$ cat config.mk
export PLATFORM = sky130hd
export DESIGN_NAME = lot_regs
export DESIGN_NICKNAME = d
export VERILOG_FILES = /design/src/sv/live_object_tracker_top_assert.svh /design/src/sv/lot_pkg.sv /design/src/sv/lot_regs.sv
export SDC_FILE = /design/constraint.sdc
export NUM_CORES = 1
export LEC_CHECK = 0
export BUFFER_PORTS_ARGS = -buffer_cell sky130_fd_sc_hd__buf_2
export CAP_MARGIN = 5
export CORE_ASPECT_RATIO = 0.9
export CORE_MARGIN = 8
export CORE_UTILIZATION = 30
export CTS_BUF_LIST = sky130_fd_sc_hd__clkbuf_4 sky130_fd_sc_hd__clkbuf_8
export DETAILED_ROUTE_END_ITERATION = 8
export HOLD_SLACK_MARGIN = 0.15
export PLACE_DENSITY = 0.85
export SLEW_MARGIN = 10
export SYNTH_ARGS = -nofsm -noshare
export SYNTH_HDL_FRONTEND = slang
export SYNTH_SLANG_ARGS = --single-unit
$ cat constraint.sdc
create_clock -name clk -period 1.1 [get_ports clk]
set_input_delay 0.11 -clock clk [delete_from_list [all_inputs] [get_ports clk]]
set_output_delay 0.11 -clock clk [all_outputs]
set_load 0.03 [all_outputs]
$ cat src/sv/live_object_tracker_top_assert.svh
// Assertion macros for the live object tracker top level.
// Expects clk and rst_n in the scope where the macros are used.
`ifndef LIVE_OBJECT_TRACKER_TOP_ASSERT_SVH
`define LIVE_OBJECT_TRACKER_TOP_ASSERT_SVH

// antecedent implies consequent in the same cycle
`define LOT_ASSERT_SAME(label, ante, cons, msg) \
    label: assert property (@(posedge clk) disable iff (!rst_n) (ante) |-> (cons)) \
        else $error(msg);

// antecedent implies consequent in the next cycle
`define LOT_ASSERT_NEXT(label, ante, cons, msg) \
    label: assert property (@(posedge clk) disable iff (!rst_n) (ante) |=> (cons)) \
        else $error(msg);

`endif

$ cat src/sv/lot_pkg.sv
// Shared types and constants of the live object tracker.
// No dependencies; used by lot_regs, lot_ctrl and the top level.
package lot_pkg;

    typedef enum logic [2:0] {
        ST_OK        = 3'd0,
        ST_NULL      = 3'd1,
        ST_DUPLICATE = 3'd2,
        ST_FULL      = 3'd3,
        ST_NOT_LIVE  = 3'd4,
        ST_TYPE_BAD  = 3'd5,
        ST_SIZE_BAD  = 3'd6,
        ST_IGNORED   = 3'd7
    } status_t;

    typedef enum logic [1:0] {
        S_CLEAR,
        S_IDLE,
        S_SCAN,
        S_FINISH
    } state_t;

    localparam logic ACT_ALLOC = 1'b0;
    localparam logic ACT_FREE  = 1'b1;

    localparam int          PADDR_W            = 3;
    localparam logic        REG_ENTRIES_IN_USE = 1'b0;
    localparam logic [6:0]  ENTRIES_IN_USE_RST = 7'd64;

    typedef struct packed {
        logic        action;
        logic [63:0] cookie;
        logic [7:0]  obj_type;
        logic [5:0]  obj_size_bits;
    } cmd_t;

    typedef struct packed {
        status_t     status;
        logic [7:0]  recorded_type;
        logic [5:0]  recorded_size_bits;
        logic        tracking_active;
    } result_t;

    // one table entry as stored in the RAM
    typedef struct packed {
        logic [63:0] cookie;
        logic [7:0]  obj_type;
        logic [5:0]  obj_size_bits;
    } entry_t;

endpackage

$ cat src/sv/lot_regs.sv
// APB-style configuration register of the live object tracker.
// Depends on lot_pkg.
module lot_regs
    import lot_pkg::*;
(
    input  logic               clk,
    input  logic               rst_n,
    input  logic               psel,
    input  logic               penable,
    input  logic               pwrite,
    input  logic [PADDR_W-1:0] paddr,
    input  logic [31:0]        pwdata,
    output logic [31:0]        prdata,
    output logic               pready,
    output logic [6:0]         entries_in_use
);

    logic [6:0] entries_in_use_reg;
    logic [6:0] entries_in_use_next;
    logic       sel_entries;

    // word index is paddr[2]; byte offset bits are ignored
    assign sel_entries = (paddr[2] == REG_ENTRIES_IN_USE);

    always_comb
    begin
        entries_in_use_next = entries_in_use_reg;
        if (psel && penable && pwrite && sel_entries)
        begin
            entries_in_use_next = pwdata[6:0];
        end
    end

    always_ff @(posedge clk or negedge rst_n)
    begin
        if (!rst_n)
        begin
            entries_in_use_reg <= ENTRIES_IN_USE_RST;
        end
        else
        begin
            entries_in_use_reg <= entries_in_use_next;
        end
    end

    assign prdata         = sel_entries ? {25'd0, entries_in_use_reg} : 32'd0;
    assign pready         = 1'b1;
    assign entries_in_use = entries_in_use_reg;

endmodule

==> qor.csv <==
metric,value,unit
largest_reg_flops,7,
max_stage_delay,0.53,ns
via_per_inst,3.60,
status,finished with violations,
via_count,414,
setup_viol,1,
drive_above_1_share,0.560,
synthTopCellsByArea,"buf_4 (36%), dfrtp_1 (28%), mux2_2 (15%), and2b_2 (11%), dfstp_2 (4.8%)",
yosysUniqueCellTypes,7,
final_max_slew_viol_count,0,
finClkSkew,0,ns
dieArea,3430,um^2
holdWs,0.228,ns
power_frac_clock,0.198,
path_cells,"and2b_2, buf_6",
synth_compound_area_frac,0,
coreArea,1680,um^2
wl_per_cell,13.1,um
synth_simple_gate_area_frac,0.157,
synth_top_family_by_area,buffers and inverters,
seq_power_share,0.274,
share_comb_of_total_power,0.528,
min_period,1.15,ns
cp_slowest_cell,dfstp_2,
switching_power,0.541,mW
die_h,56.4,um
worst-path-max-fanout,3,
failed_checks,negative setup slack,
n_fill_cell,180,
diodes,0,
critPathKind,reg2out,
final-hold-violation-count,0,
critPathTopFamily,flip-flops,
grt_pass1_vias,464,
first_pass_iters,2,
clock_latency,0.24,ns
synthAdderAreaFrac,0,
cts_max_level,1,
clk_pin_slew,0.05,ns
yosysWarnings,0,
synth_area_leader_cell,buf_4,
drt_iter0_drc,2,
dieWidth,60.8,um
place_congestion,0.629,
route.detailed.drc,0,
finalWirelength,1510,um
synth-seq-cells,7,
rows,14,
dr_wl_met2,976,um
floorplan.io_pins,80,
arrival,1.04,ns
setup_ws,-0.0533,ns
syn_area_per_cell,10.9,um^2
grt_usage,0.0814,
pre_cts_ws,0.134,ns
synth_xor_area_frac,0,
tritoncts,done,
critPathCaptureType,output pin,
intPower,0.735,mW
wl_met3,152,um
ir_drop,0.482,mV
period_share,1.05,
top_layer,met3,
start_util,0.323,
grt_overflow,0,
power.leakage,0.444,nW
yosys-mux-area-fraction,0.145,
clock.fmax,867,MHz
dp_hpwl,1120,um
swShare,0.424,
met1_length,382,um
root_buffer,clkbuf_4,
rsz0062_at_grt,yes,
synth_top_area_share,0.359,
cts_buffers,3,
antenna_found_initial,0,
drtAntennaViolNets,0,
grt_max_degree,9,
power_density,1620,nW/um^2
path_buf_inv,1,
cts.sinks,7,
hp-class,in2async,
start_kind,register,
synth.cell_area,543,um^2
io_buffer_count,26,
nNetsFinal,132,
maxCapViolations,0,
grt_first_pass_wirelength,2100,um
area_growth,44.7,%
required,0.99,ns
synth_seq_area_share,0.325,
clockBufferDepth,2,
syn-instance-count,50,
## cells in the final DEF (no fill, tap or decap)
master / Yosys / final
dfstp_2: 1 / 1
mux2_2: 7 / 7
buf_2: 0 / 19
buf_4: 26 / 6
buf_6: 0 / 6
and2b_2: 7 / 7
dfrtp_1: 6 / 6
nand4b_4: 1 / 1
dlygate4sd3_1: 0 / 8
clkbuf_4: 0 / 4
conb_1: 2 / 26
## kinds of logic (layout without fill, tap and decap cells)
| family | Yosys count | after routing |
|---|---|---|
| buffers and inverters | 26 | 43 |
| flip-flops | 7 | 7 |
| multiplexers | 7 | 7 |
| other | 2 | 26 |
| AND/OR/NAND/NOR | 8 | 8 |
## per-layer routing
layer	vias to the layer above	global-route usage
met3	0	0.0477
met5	-	0
met2	23	0.181
met1	202	0.0490
met4	0	0.00997
li1	189	-
## per-stage QoR
step	setup TNS [ns]	cell area (um^2)	total power, mW	util	cells
detailed placement	0	598	0.899	0.356	98
floorplan	0	633	0.824	-	74
finish	-0.0533	786	1.28	0.467	115
global route	-0.152	786	1.34	0.467	115
global placement	0	598	0.880	0.356	98
CTS	-0.0618	753	1.24	0.448	113
## cell type report
| type | count | area, um^2 | share of cell area |
|---|---|---|---|
| timing repair buffer | 39 | 288 | 0.366 |
| multi-input combinational | 41 | 262 | 0.333 |
| sequential | 7 | 176 | 0.225 |
| clock buffer | 4 | 30.0 | 0.0382 |
| tap | 24 | 30.0 | 0.0382 |
## final timing paths
| check | from | to | slack, ns | cells after the start |
|---|---|---|---|---|
| hold / removal | rst_n | entries_in_use[3] | 0.23 | 2 |
| max in group asynchronous | rst_n | entries_in_use[6] | 0.64 | 2 |
| min in group clk | penable | entries_in_use[4] | 0.31 | 3 |
| hold reg to reg | entries_in_use[5] | entries_in_use[5] | 0.52 | 1 |
| setup / recovery | entries_in_use[6] | prdata[6] | -0.05 | 2 |
| setup reg to reg | entries_in_use[1] | entries_in_use[1] | 0.22 | 2 |
## cell usage after synthesis
cell type,instances
dfstp_2,1
buf_4,26
nand4b_4,1
dfrtp_1,6
and2b_2,7
mux2_2,7
conb_1,2
## repair_timing
item	CTS	global route
pin swaps	0	0
hold endpoints to repair	14	0
resized for setup	8	6
gates cloned	0	0
setup buffers	3	2
hold buffers	8	0
endpoints found under the setup margin	6	8
## power by group through the flow
stage	combinational, mW	sequential [mW]	clock (mW)
after floorplan	0.349	0.475	0
final	0.673	0.350	0.253
after global placement	0.527	0.353	0
after CTS	0.626	0.352	0.264
after detailed placement	0.539	0.360	0
after global routing	0.709	0.357	0.278
Power figures use the tool's default switching activity.
