==> config.mk <==
export PLATFORM = sky130hd
export DESIGN_NAME = lot_ctrl
export DESIGN_NICKNAME = d
export VERILOG_FILES = /design/src/sv/live_object_tracker_top_assert.svh /design/src/sv/lot_pkg.sv /design/src/sv/lot_ctrl.sv
export SDC_FILE = /design/constraint.sdc
export NUM_CORES = 1
export LEC_CHECK = 0
export BUFFER_PORTS_ARGS = -buffer_cell sky130_fd_sc_hd__buf_2
export CORE_ASPECT_RATIO = 1.4
export CORE_MARGIN = 2
export CORE_UTILIZATION = 45
export CTS_CLUSTER_SIZE = 28
export DETAILED_ROUTE_END_ITERATION = 8
export PLACE_DENSITY = 0.74
export SLEW_MARGIN = 20
export SYNTH_ARGS = -nofsm -noshare
export SYNTH_HDL_FRONTEND = slang
export SYNTH_SLANG_ARGS = --single-unit
==> constraint.sdc <==
create_clock -name clk -period 3.3 [get_ports clk]
set_clock_uncertainty 0.2 [all_clocks]
set_input_delay 0.495 -clock clk [delete_from_list [all_inputs] [get_ports clk]]
set_output_delay 0.495 -clock clk [all_outputs]
set_load 0.05 [all_outputs]
==> src/sv/live_object_tracker_top_assert.svh <==
// Assertion macros for the live object tracker top level.
// Expects clk and rst_n in the scope where the macros are used.
`ifndef LIVE_OBJECT_TRACKER_TOP_ASSERT_SVH
`define LIVE_OBJECT_TRACKER_TOP_ASSERT_SVH

// antecedent implies consequent in the same cycle
`define LOT_ASSERT_SAME(label, ante, cons, msg) \
    label: assert property (@(posedge clk) disable iff (!rst_n) (ante) |-> (cons)) \
        else $error(msg);

// antecedent implies consequent in the next cycle
`define LOT_ASSERT_NEXT(label, ante, cons, msg) \
    label: assert property (@(posedge clk) disable iff (!rst_n) (ante) |=> (cons)) \
        else $error(msg);

`endif

==> src/sv/lot_pkg.sv <==
// Shared types and constants of the live object tracker.
// No dependencies; used by lot_regs, lot_ctrl and the top level.
package lot_pkg;

    typedef enum logic [2:0] {
        ST_OK        = 3'd0,
        ST_NULL      = 3'd1,
        ST_DUPLICATE = 3'd2,
        ST_FULL      = 3'd3,
        ST_NOT_LIVE  = 3'd4,
        ST_TYPE_BAD  = 3'd5,
        ST_SIZE_BAD  = 3'd6,
        ST_IGNORED   = 3'd7
    } status_t;

    typedef enum logic [1:0] {
        S_CLEAR,
        S_IDLE,
        S_SCAN,
        S_FINISH
    } state_t;

    localparam logic ACT_ALLOC = 1'b0;
    localparam logic ACT_FREE  = 1'b1;

    localparam int          PADDR_W            = 3;
    localparam logic        REG_ENTRIES_IN_USE = 1'b0;
    localparam logic [6:0]  ENTRIES_IN_USE_RST = 7'd64;

    typedef struct packed {
        logic        action;
        logic [63:0] cookie;
        logic [7:0]  obj_type;
        logic [5:0]  obj_size_bits;
    } cmd_t;

    typedef struct packed {
        status_t     status;
        logic [7:0]  recorded_type;
        logic [5:0]  recorded_size_bits;
        logic        tracking_active;
    } result_t;

    // one table entry as stored in the RAM
    typedef struct packed {
        logic [63:0] cookie;
        logic [7:0]  obj_type;
        logic [5:0]  obj_size_bits;
    } entry_t;

endpackage

==> src/sv/lot_ctrl.sv <==
// Sequencer of the live object tracker: clearing pass, table scan through
// the entry RAM, read-modify-write of one entry and the result register.
// Depends on lot_pkg; drives the ports of one lot_ram instance.
module lot_ctrl
    import lot_pkg::*;
#(
    parameter int ENTRIES = 64,
    localparam int IDX_W = (ENTRIES > 1) ? $clog2(ENTRIES) : 1,
    localparam int CNT_W = $clog2(ENTRIES + 1),
    localparam int EW    = $bits(entry_t)
) (
    input  logic             clk,
    input  logic             rst_n,
    input  logic             start,
    output logic             busy,
    input  cmd_t             cmd,
    input  logic [6:0]       entries_in_use,
    output logic             done,
    output result_t          result,
    output logic             mem_we,
    output logic [IDX_W-1:0] mem_waddr,
    output logic [EW-1:0]    mem_wdata,
    output logic [IDX_W-1:0] mem_raddr,
    input  logic [EW-1:0]    mem_rdata
);

    state_t           state_reg, state_next;
    logic [IDX_W-1:0] clr_reg, clr_next;
    cmd_t             cmd_reg, cmd_next;
    logic [CNT_W-1:0] n_reg, n_next;
    logic [CNT_W-1:0] n_cfg;
    logic [CNT_W-1:0] rd_idx_reg, rd_idx_next;
    logic             pend_reg, pend_next;
    logic             pend_last_reg, pend_last_next;
    logic [IDX_W-1:0] pend_idx_reg, pend_idx_next;
    logic             match_reg, match_next;
    logic [IDX_W-1:0] match_idx_reg, match_idx_next;
    logic [7:0]       rec_type_reg, rec_type_next;
    logic [5:0]       rec_size_reg, rec_size_next;
    logic             free_reg, free_next;
    logic [IDX_W-1:0] free_idx_reg, free_idx_next;
    logic             off_reg, off_next;
    logic             done_reg, done_next;
    result_t          result_reg, result_next;
    entry_t           rd_ent;
    entry_t           new_ent;

    assign rd_ent  = entry_t'(mem_rdata);
    assign new_ent = '{cookie: cmd_reg.cookie, obj_type: cmd_reg.obj_type,
                       obj_size_bits: cmd_reg.obj_size_bits};

    // register values above the table size act as the table size
    assign n_cfg = (32'(entries_in_use) > 32'(ENTRIES)) ? CNT_W'(ENTRIES)
                                                        : CNT_W'(entries_in_use);

    always_comb
    begin
        state_next     = state_reg;
        clr_next       = clr_reg;
        cmd_next       = cmd_reg;
        n_next         = n_reg;
        rd_idx_next    = rd_idx_reg;
        pend_next      = 1'b0;
        pend_last_next = pend_last_reg;
        pend_idx_next  = pend_idx_reg;
        match_next     = match_reg;
        match_idx_next = match_idx_reg;
        rec_type_next  = rec_type_reg;
        rec_size_next  = rec_size_reg;
        free_next      = free_reg;
        free_idx_next  = free_idx_reg;
        off_next       = off_reg;
        done_next      = 1'b0;
        result_next    = result_reg;
        mem_we         = 1'b0;
        mem_waddr      = clr_reg;
        mem_wdata      = '0;
        mem_raddr      = rd_idx_reg[IDX_W-1:0];

        unique case (state_reg)
            S_CLEAR:
            begin
                mem_we   = 1'b1;
                clr_next = clr_reg + 1'b1;
                if (clr_reg == IDX_W'(ENTRIES - 1))
                begin
                    state_next = S_IDLE;
                end
            end

            S_IDLE:
            begin
                if (start)
                begin
                    cmd_next    = cmd;
                    n_next      = n_cfg;
                    rd_idx_next = '0;
                    match_next  = 1'b0;
                    free_next   = 1'b0;
                    if (off_reg || (n_cfg == '0))
                    begin
                        done_next   = 1'b1;
                        result_next = '{status: ST_IGNORED, recorded_type: 8'd0,
                                        recorded_size_bits: 6'd0, tracking_active: 1'b0};
                    end
                    else if (cmd.cookie == 64'd0)
                    begin
                        done_next   = 1'b1;
                        result_next = '{status: (cmd.action == ACT_ALLOC) ? ST_NULL
                                                                          : ST_IGNORED,
                                        recorded_type: 8'd0, recorded_size_bits: 6'd0,
                                        tracking_active: 1'b1};
                    end
                    else
                    begin
                        state_next = S_SCAN;
                    end
                end
            end

            S_SCAN:
            begin
                // compare the entry read in the previous cycle
                if (pend_reg)
                begin
                    if ((rd_ent.cookie == cmd_reg.cookie) && !match_reg)
                    begin
                        match_next     = 1'b1;
                        match_idx_next = pend_idx_reg;
                        rec_type_next  = rd_ent.obj_type;
                        rec_size_next  = rd_ent.obj_size_bits;
                    end
                    else if ((rd_ent.cookie == 64'd0) && !free_reg)
                    begin
                        free_next     = 1'b1;
                        free_idx_next = pend_idx_reg;
                    end
                end
                if (pend_reg && pend_last_reg)
                begin
                    state_next = S_FINISH;
                end
                else if (rd_idx_reg != n_reg)
                begin
                    pend_next      = 1'b1;
                    pend_idx_next  = rd_idx_reg[IDX_W-1:0];
                    pend_last_next = ((rd_idx_reg + CNT_W'(1)) == n_reg);
                    rd_idx_next    = rd_idx_reg + CNT_W'(1);
                end
            end

            S_FINISH:
            begin
                done_next                      = 1'b1;
                state_next                     = S_IDLE;
                result_next.recorded_type      = match_reg ? rec_type_reg : 8'd0;
                result_next.recorded_size_bits = match_reg ? rec_size_reg : 6'd0;
                if (cmd_reg.action == ACT_ALLOC)
                begin
                    if (match_reg)
                    begin
                        result_next.status = ST_DUPLICATE;
                    end
                    else if (!free_reg)
                    begin
                        result_next.status = ST_FULL;
                        off_next           = 1'b1;
                    end
                    else
                    begin
                        result_next.status = ST_OK;
                        mem_we             = 1'b1;
                        mem_waddr          = free_idx_reg;
                        mem_wdata          = new_ent;
                    end
                end
                else
                begin
                    if (!match_reg)
                    begin
                        result_next.status = ST_NOT_LIVE;
                    end
                    else if (rec_type_reg != cmd_reg.obj_type)
                    begin
                        result_next.status = ST_TYPE_BAD;
                    end
                    else if (rec_size_reg != cmd_reg.obj_size_bits)
                    begin
                        result_next.status = ST_SIZE_BAD;
                    end
                    else
                    begin
                        // free: empty the entry
                        result_next.status = ST_OK;
                        mem_we             = 1'b1;
                        mem_waddr          = match_idx_reg;
                        mem_wdata          = '0;
                    end
                end
                result_next.tracking_active = !off_next;
            end

            default:
            begin
                state_next = S_IDLE;
            end
        endcase
    end

    always_ff @(posedge clk or negedge rst_n)
    begin
        if (!rst_n)
        begin
            state_reg <= S_CLEAR;
            clr_reg   <= '0;
            pend_reg  <= 1'b0;
            off_reg   <= 1'b0;
            done_reg  <= 1'b0;
        end
        else
        begin
            state_reg <= state_next;
            clr_reg   <= clr_next;
            pend_reg  <= pend_next;
            off_reg   <= off_next;
            done_reg  <= done_next;
        end
    end

    always_ff @(posedge clk)
    begin
        cmd_reg       <= cmd_next;
        n_reg         <= n_next;
        rd_idx_reg    <= rd_idx_next;
        pend_last_reg <= pend_last_next;
        pend_idx_reg  <= pend_idx_next;
        match_reg     <= match_next;
        match_idx_reg <= match_idx_next;
        rec_type_reg  <= rec_type_next;
        rec_size_reg  <= rec_size_next;
        free_reg      <= free_next;
        free_idx_reg  <= free_idx_next;
        result_reg    <= result_next;
    end

    assign busy   = (state_reg != S_IDLE);
    assign done   = done_reg;
    assign result = result_reg;

endmodule

==> metrics.md <==
| Metric | Value |
|---|---|
| First-pass GRT wire length | `36700 um` |
| Post_cts resized | `0` |
| CP endpoint kind | `output port` |
| Width of the chip | `115 um` |
| Placed instance area | `9610 sq um` |
| Mean Syn Cell Area | `12.3 sq um` |
| Worst reg-to-reg path cell count | `6` |
| Post-Synth XOR/XNOR Area | `10.2%` |
| Peak supply drop | `0.233 mV` |
| Pin count of the biggest net entering global routing | `69` |
| Worst path bufs/invs | `3` |
| Congestion Overflow GR | `0` |
| CTS max path bufs | `2` |
| Slowest-stage cell, CP | `dfrtp_1` |
| RSZ-0062 raised after global routing | `false` |
| Vias post-DR | `6345` |
| TritonCTS clock tree | `built` |
| Synthesized flop and latch total | `157` |
| Yosys cell types | `49` |
| Compound-Gate Fraction of Synth Area | `4.68%` |
| Die H | `160 um` |
| ANT nets after route | `0` |
| Sequential-to-total area share from yosys stat | `59.9%` |
| CP required | `2.60 ns` |
| Hold Vio Cnt, Final | `0` |
| Top FF cell, synth | `edfxtp_1` |
| DRT Pass-1 Iters | `5` |
| CP max stage delay | `0.46 ns` |
| Max Clock Freq | `325 MHz` |
| Syn_nets | `807` |
| Setup_tns | `0 ns` |
| Top cell type by total area after synthesis | `edfxtp_1` |
| TritonCTS Sinks | `157` |
| Status | `finished, final reports clean` |
| Design area | `10200 sq um` |
| Min-delay src | `cmd[10]` |
| Fraction of layout cells with a size suffix above 1 | `36.5%` |
| Ys async rst share | `7.01%` |
| Total Routed Length | `24400 um` |
| Cell Area, Synth | `7780 sq um` |
| Worst reg2reg startpoint | `state_reg[0]` |
| Synthesized-area fraction occupied by adder cells | `1.13%` |
| Period utilisation layout | `93.2%` |
| Syn Inst Count | `633` |
| Worst setup path class | `flip-flop to output port` |
| Vias in the first global route | `6645` |
| Crit path launch type | `flip-flop` |
| DIE AREA | `18400 sq um` |
| Maxcap violations | `0` |
| Worst R2R Setup Slack | `0.74 ns` |
| CP delay by family, top | `buffers and inverters` |
| Top cell type's share of synthesized area | `56.4%` |
| Clk slew on worst S/H paths | `0.07 ns` |
| Actual slew at the worst max-slew pin | `0.670 ns` |
| DR iter-0 viols | `419` |
| # setup viols final | `0` |
| Post-synth EDFFs | `146` |
| Synth top area cells | `edfxtp_1 (56%), xnor2_1 (7.8%), and2_1 (6.3%)` |
| Min Tclk post-route | `3.08 ns` |
| Total track usage | `27.1%` |
| Hold_buf cts | `1` |
| Critical Path AT | `2.38 ns` |
| # Post-CTS Setup Buffers | `0` |
| RR Endpoint | `rd_idx_reg[4]` |
| Final Max Slew Viols | `0` |
| Worst hold-check path type | `input port to flip-flop` |
| RePlAce Congestion | `0.938` |
| Mux contribution to synthesized area | `0.145%` |
| IO Port Bufs | `277` |
| Worst Hold Path Cells | `1` |
| Row Count | `56` |
| Largest family of logic cells by synthesized area | `simple AND/OR/NAND/NOR gates` |
| Slew HR | `55.1%` |
| Power per cell area | `420 nW/um^2` |
| Area Growth Syn to Fin | `31.0%` |
| Antenna violations before repair | `3` |
| Leak | `4.17 nW` |
| HPWL after detailed placement | `19600 um` |
| CTS root buf | `clkbuf_16` |
| Wire per inst | `21.4 um` |
| Clock buffer count from CTS | `17` |
| Fin nets | `1095` |
| IO Count | `278` |
| H-tree levels | `4` |
| Initial Utilization | `46.2%` |
| Drc violations | `0` |
| Simple-Gate Fraction of Synth Area | `21.4%` |
| Clock insertion delay at the later pin of the skew report | `0.42 ns` |
| Core area | `16800 sq um` |
| Routed vias/inst | `5.56` |
| Max reg flops | `79` |
| Worst-path cell chain | `ha_1 -> inv_1 -> nor3_4 -> buf_12 -> and2_1 -> buf_2` |
| Worst Hold End | `cmd_reg[10]` |
| Worst Path Max Fanout | `68` |
| Ys Warns | `0` |
| Setup crit start | `state_reg[0]` |
==> how the worst max path moves through the flow <==
stage,endpoint,depth (start not counted),slack [ns]
after detailed placement,result[7],9,0.20
after CTS,mem_wdata[37],6,0.19
after floorplan,mem_wdata[26],3,0.19
final,mem_wdata[37],6,0.22
after global routing,mem_wdata[37],6,0.07
after global placement,result[13],8,0.11
==> worst register-to-register path, stage by stage (launching register included) <==
cell,delay [ns]
dfrtp_1,0.45
inv_1,0.13
ha_1,0.33
nand2_1,0.19
a41oi_1,0.29
a21oi_1,0.08
nor2_1,0.53
==> synth_stat cells, drive strengths merged, types with 4 or more instances <==
master / n
o211ai: 5
dfrtp: 11
nand4: 27
nand3: 9
nor2b: 6
o2111a: 4
a21oi: 9
inv: 12
xor2: 22
xnor2: 69
buf: 12
and2: 78
nand2b: 19
nor3: 13
clkbuf: 17
nor4: 58
nand2: 19
ha: 7
o21ai: 7
edfxtp: 146
o22ai: 6
nor2: 28
and3: 22
==> per-layer routing <==
layer	routed length, um	GRT usage (%)	part of all wire [%]	vias to the layer above
li1	-	-	-	2946
met2	12800	48.4	52	351
met3	1760	5.94	7.2	62
met1	8690	29.5	36	2986
met5	0	0	0	-
met4	1150	13.9	4.7	0
==> power breakdown <==
| group | internal, W | total (W) | switching, W |
|---|---|---|---|
| registers | 0.00216 | 0.00216 | 0 |
| clock network | 0.00106 | 0.00189 | 0.000831 |
| logic | 0.000108 | 0.000228 | 0.000120 |
==> final cells by class <==
cell class / count / area, sq um
fill: 1373 / 6630
clock inverter: 14 / 134
tap: 203 / 254
antenna: 4 / 10.0
multi-input combinational: 433 / 2950
inverter: 14 / 52.6
clock buffer: 18 / 429
timing repair buffer: 298 / 1700
sequential: 157 / 4660
==> cell families after synthesis <==
family | Yosys count
simple gates | 286
flops | 157
xor+xnor | 91
compound gates | 48
buf+inv | 43
fa+ha+maj | 7
mux | 1
==> placed cells by master (no fill, tap or decap), types with 4 or more instances in the layout <==
| cell | instances |
|---|---|
| edfxtp_1 | 146 |
| buf_2 | 269 |
| nand3_1 | 9 |
| nor4_1 | 57 |
| buf_4 | 17 |
| nand4_1 | 27 |
| xnor2_1 | 69 |
| xor2_1 | 22 |
| and2_1 | 77 |
| a21oi_1 | 9 |
| o211ai_1 | 5 |
| clkbuf_16 | 17 |
| o21ai_0 | 7 |
| dfrtp_1 | 11 |
| inv_1 | 9 |
| and3_1 | 22 |
| nand2_1 | 19 |
| nor3_1 | 10 |
| nand2b_1 | 19 |
| o22ai_1 | 6 |
| nor2_1 | 28 |
| buf_12 | 11 |
| inv_6 | 5 |
| o2111a_1 | 4 |
| ha_1 | 7 |
| nor2b_1 | 6 |
| diode_2 | 4 |
==> stage by stage <==
step	std cells	power (W)	hold slack [ns]	worst slack (ns)	util, %
6_report	1141	0.00428	0.0429	0.224	60.6
5_1_grt	1141	0.00441	0.0259	0.0739	60.6
4_1_cts	1137	0.00431	0.0256	0.192	60.5
3_5_place_dp	1104	0.00243	0.188	0.197	57.1
3_3_place_gp	1104	0.00243	0.189	0.108	57.1
2_1_floorplan	633	0.00226	-0.000591	0.188	-
Note: power is estimated with default switching activity, not from simulation.
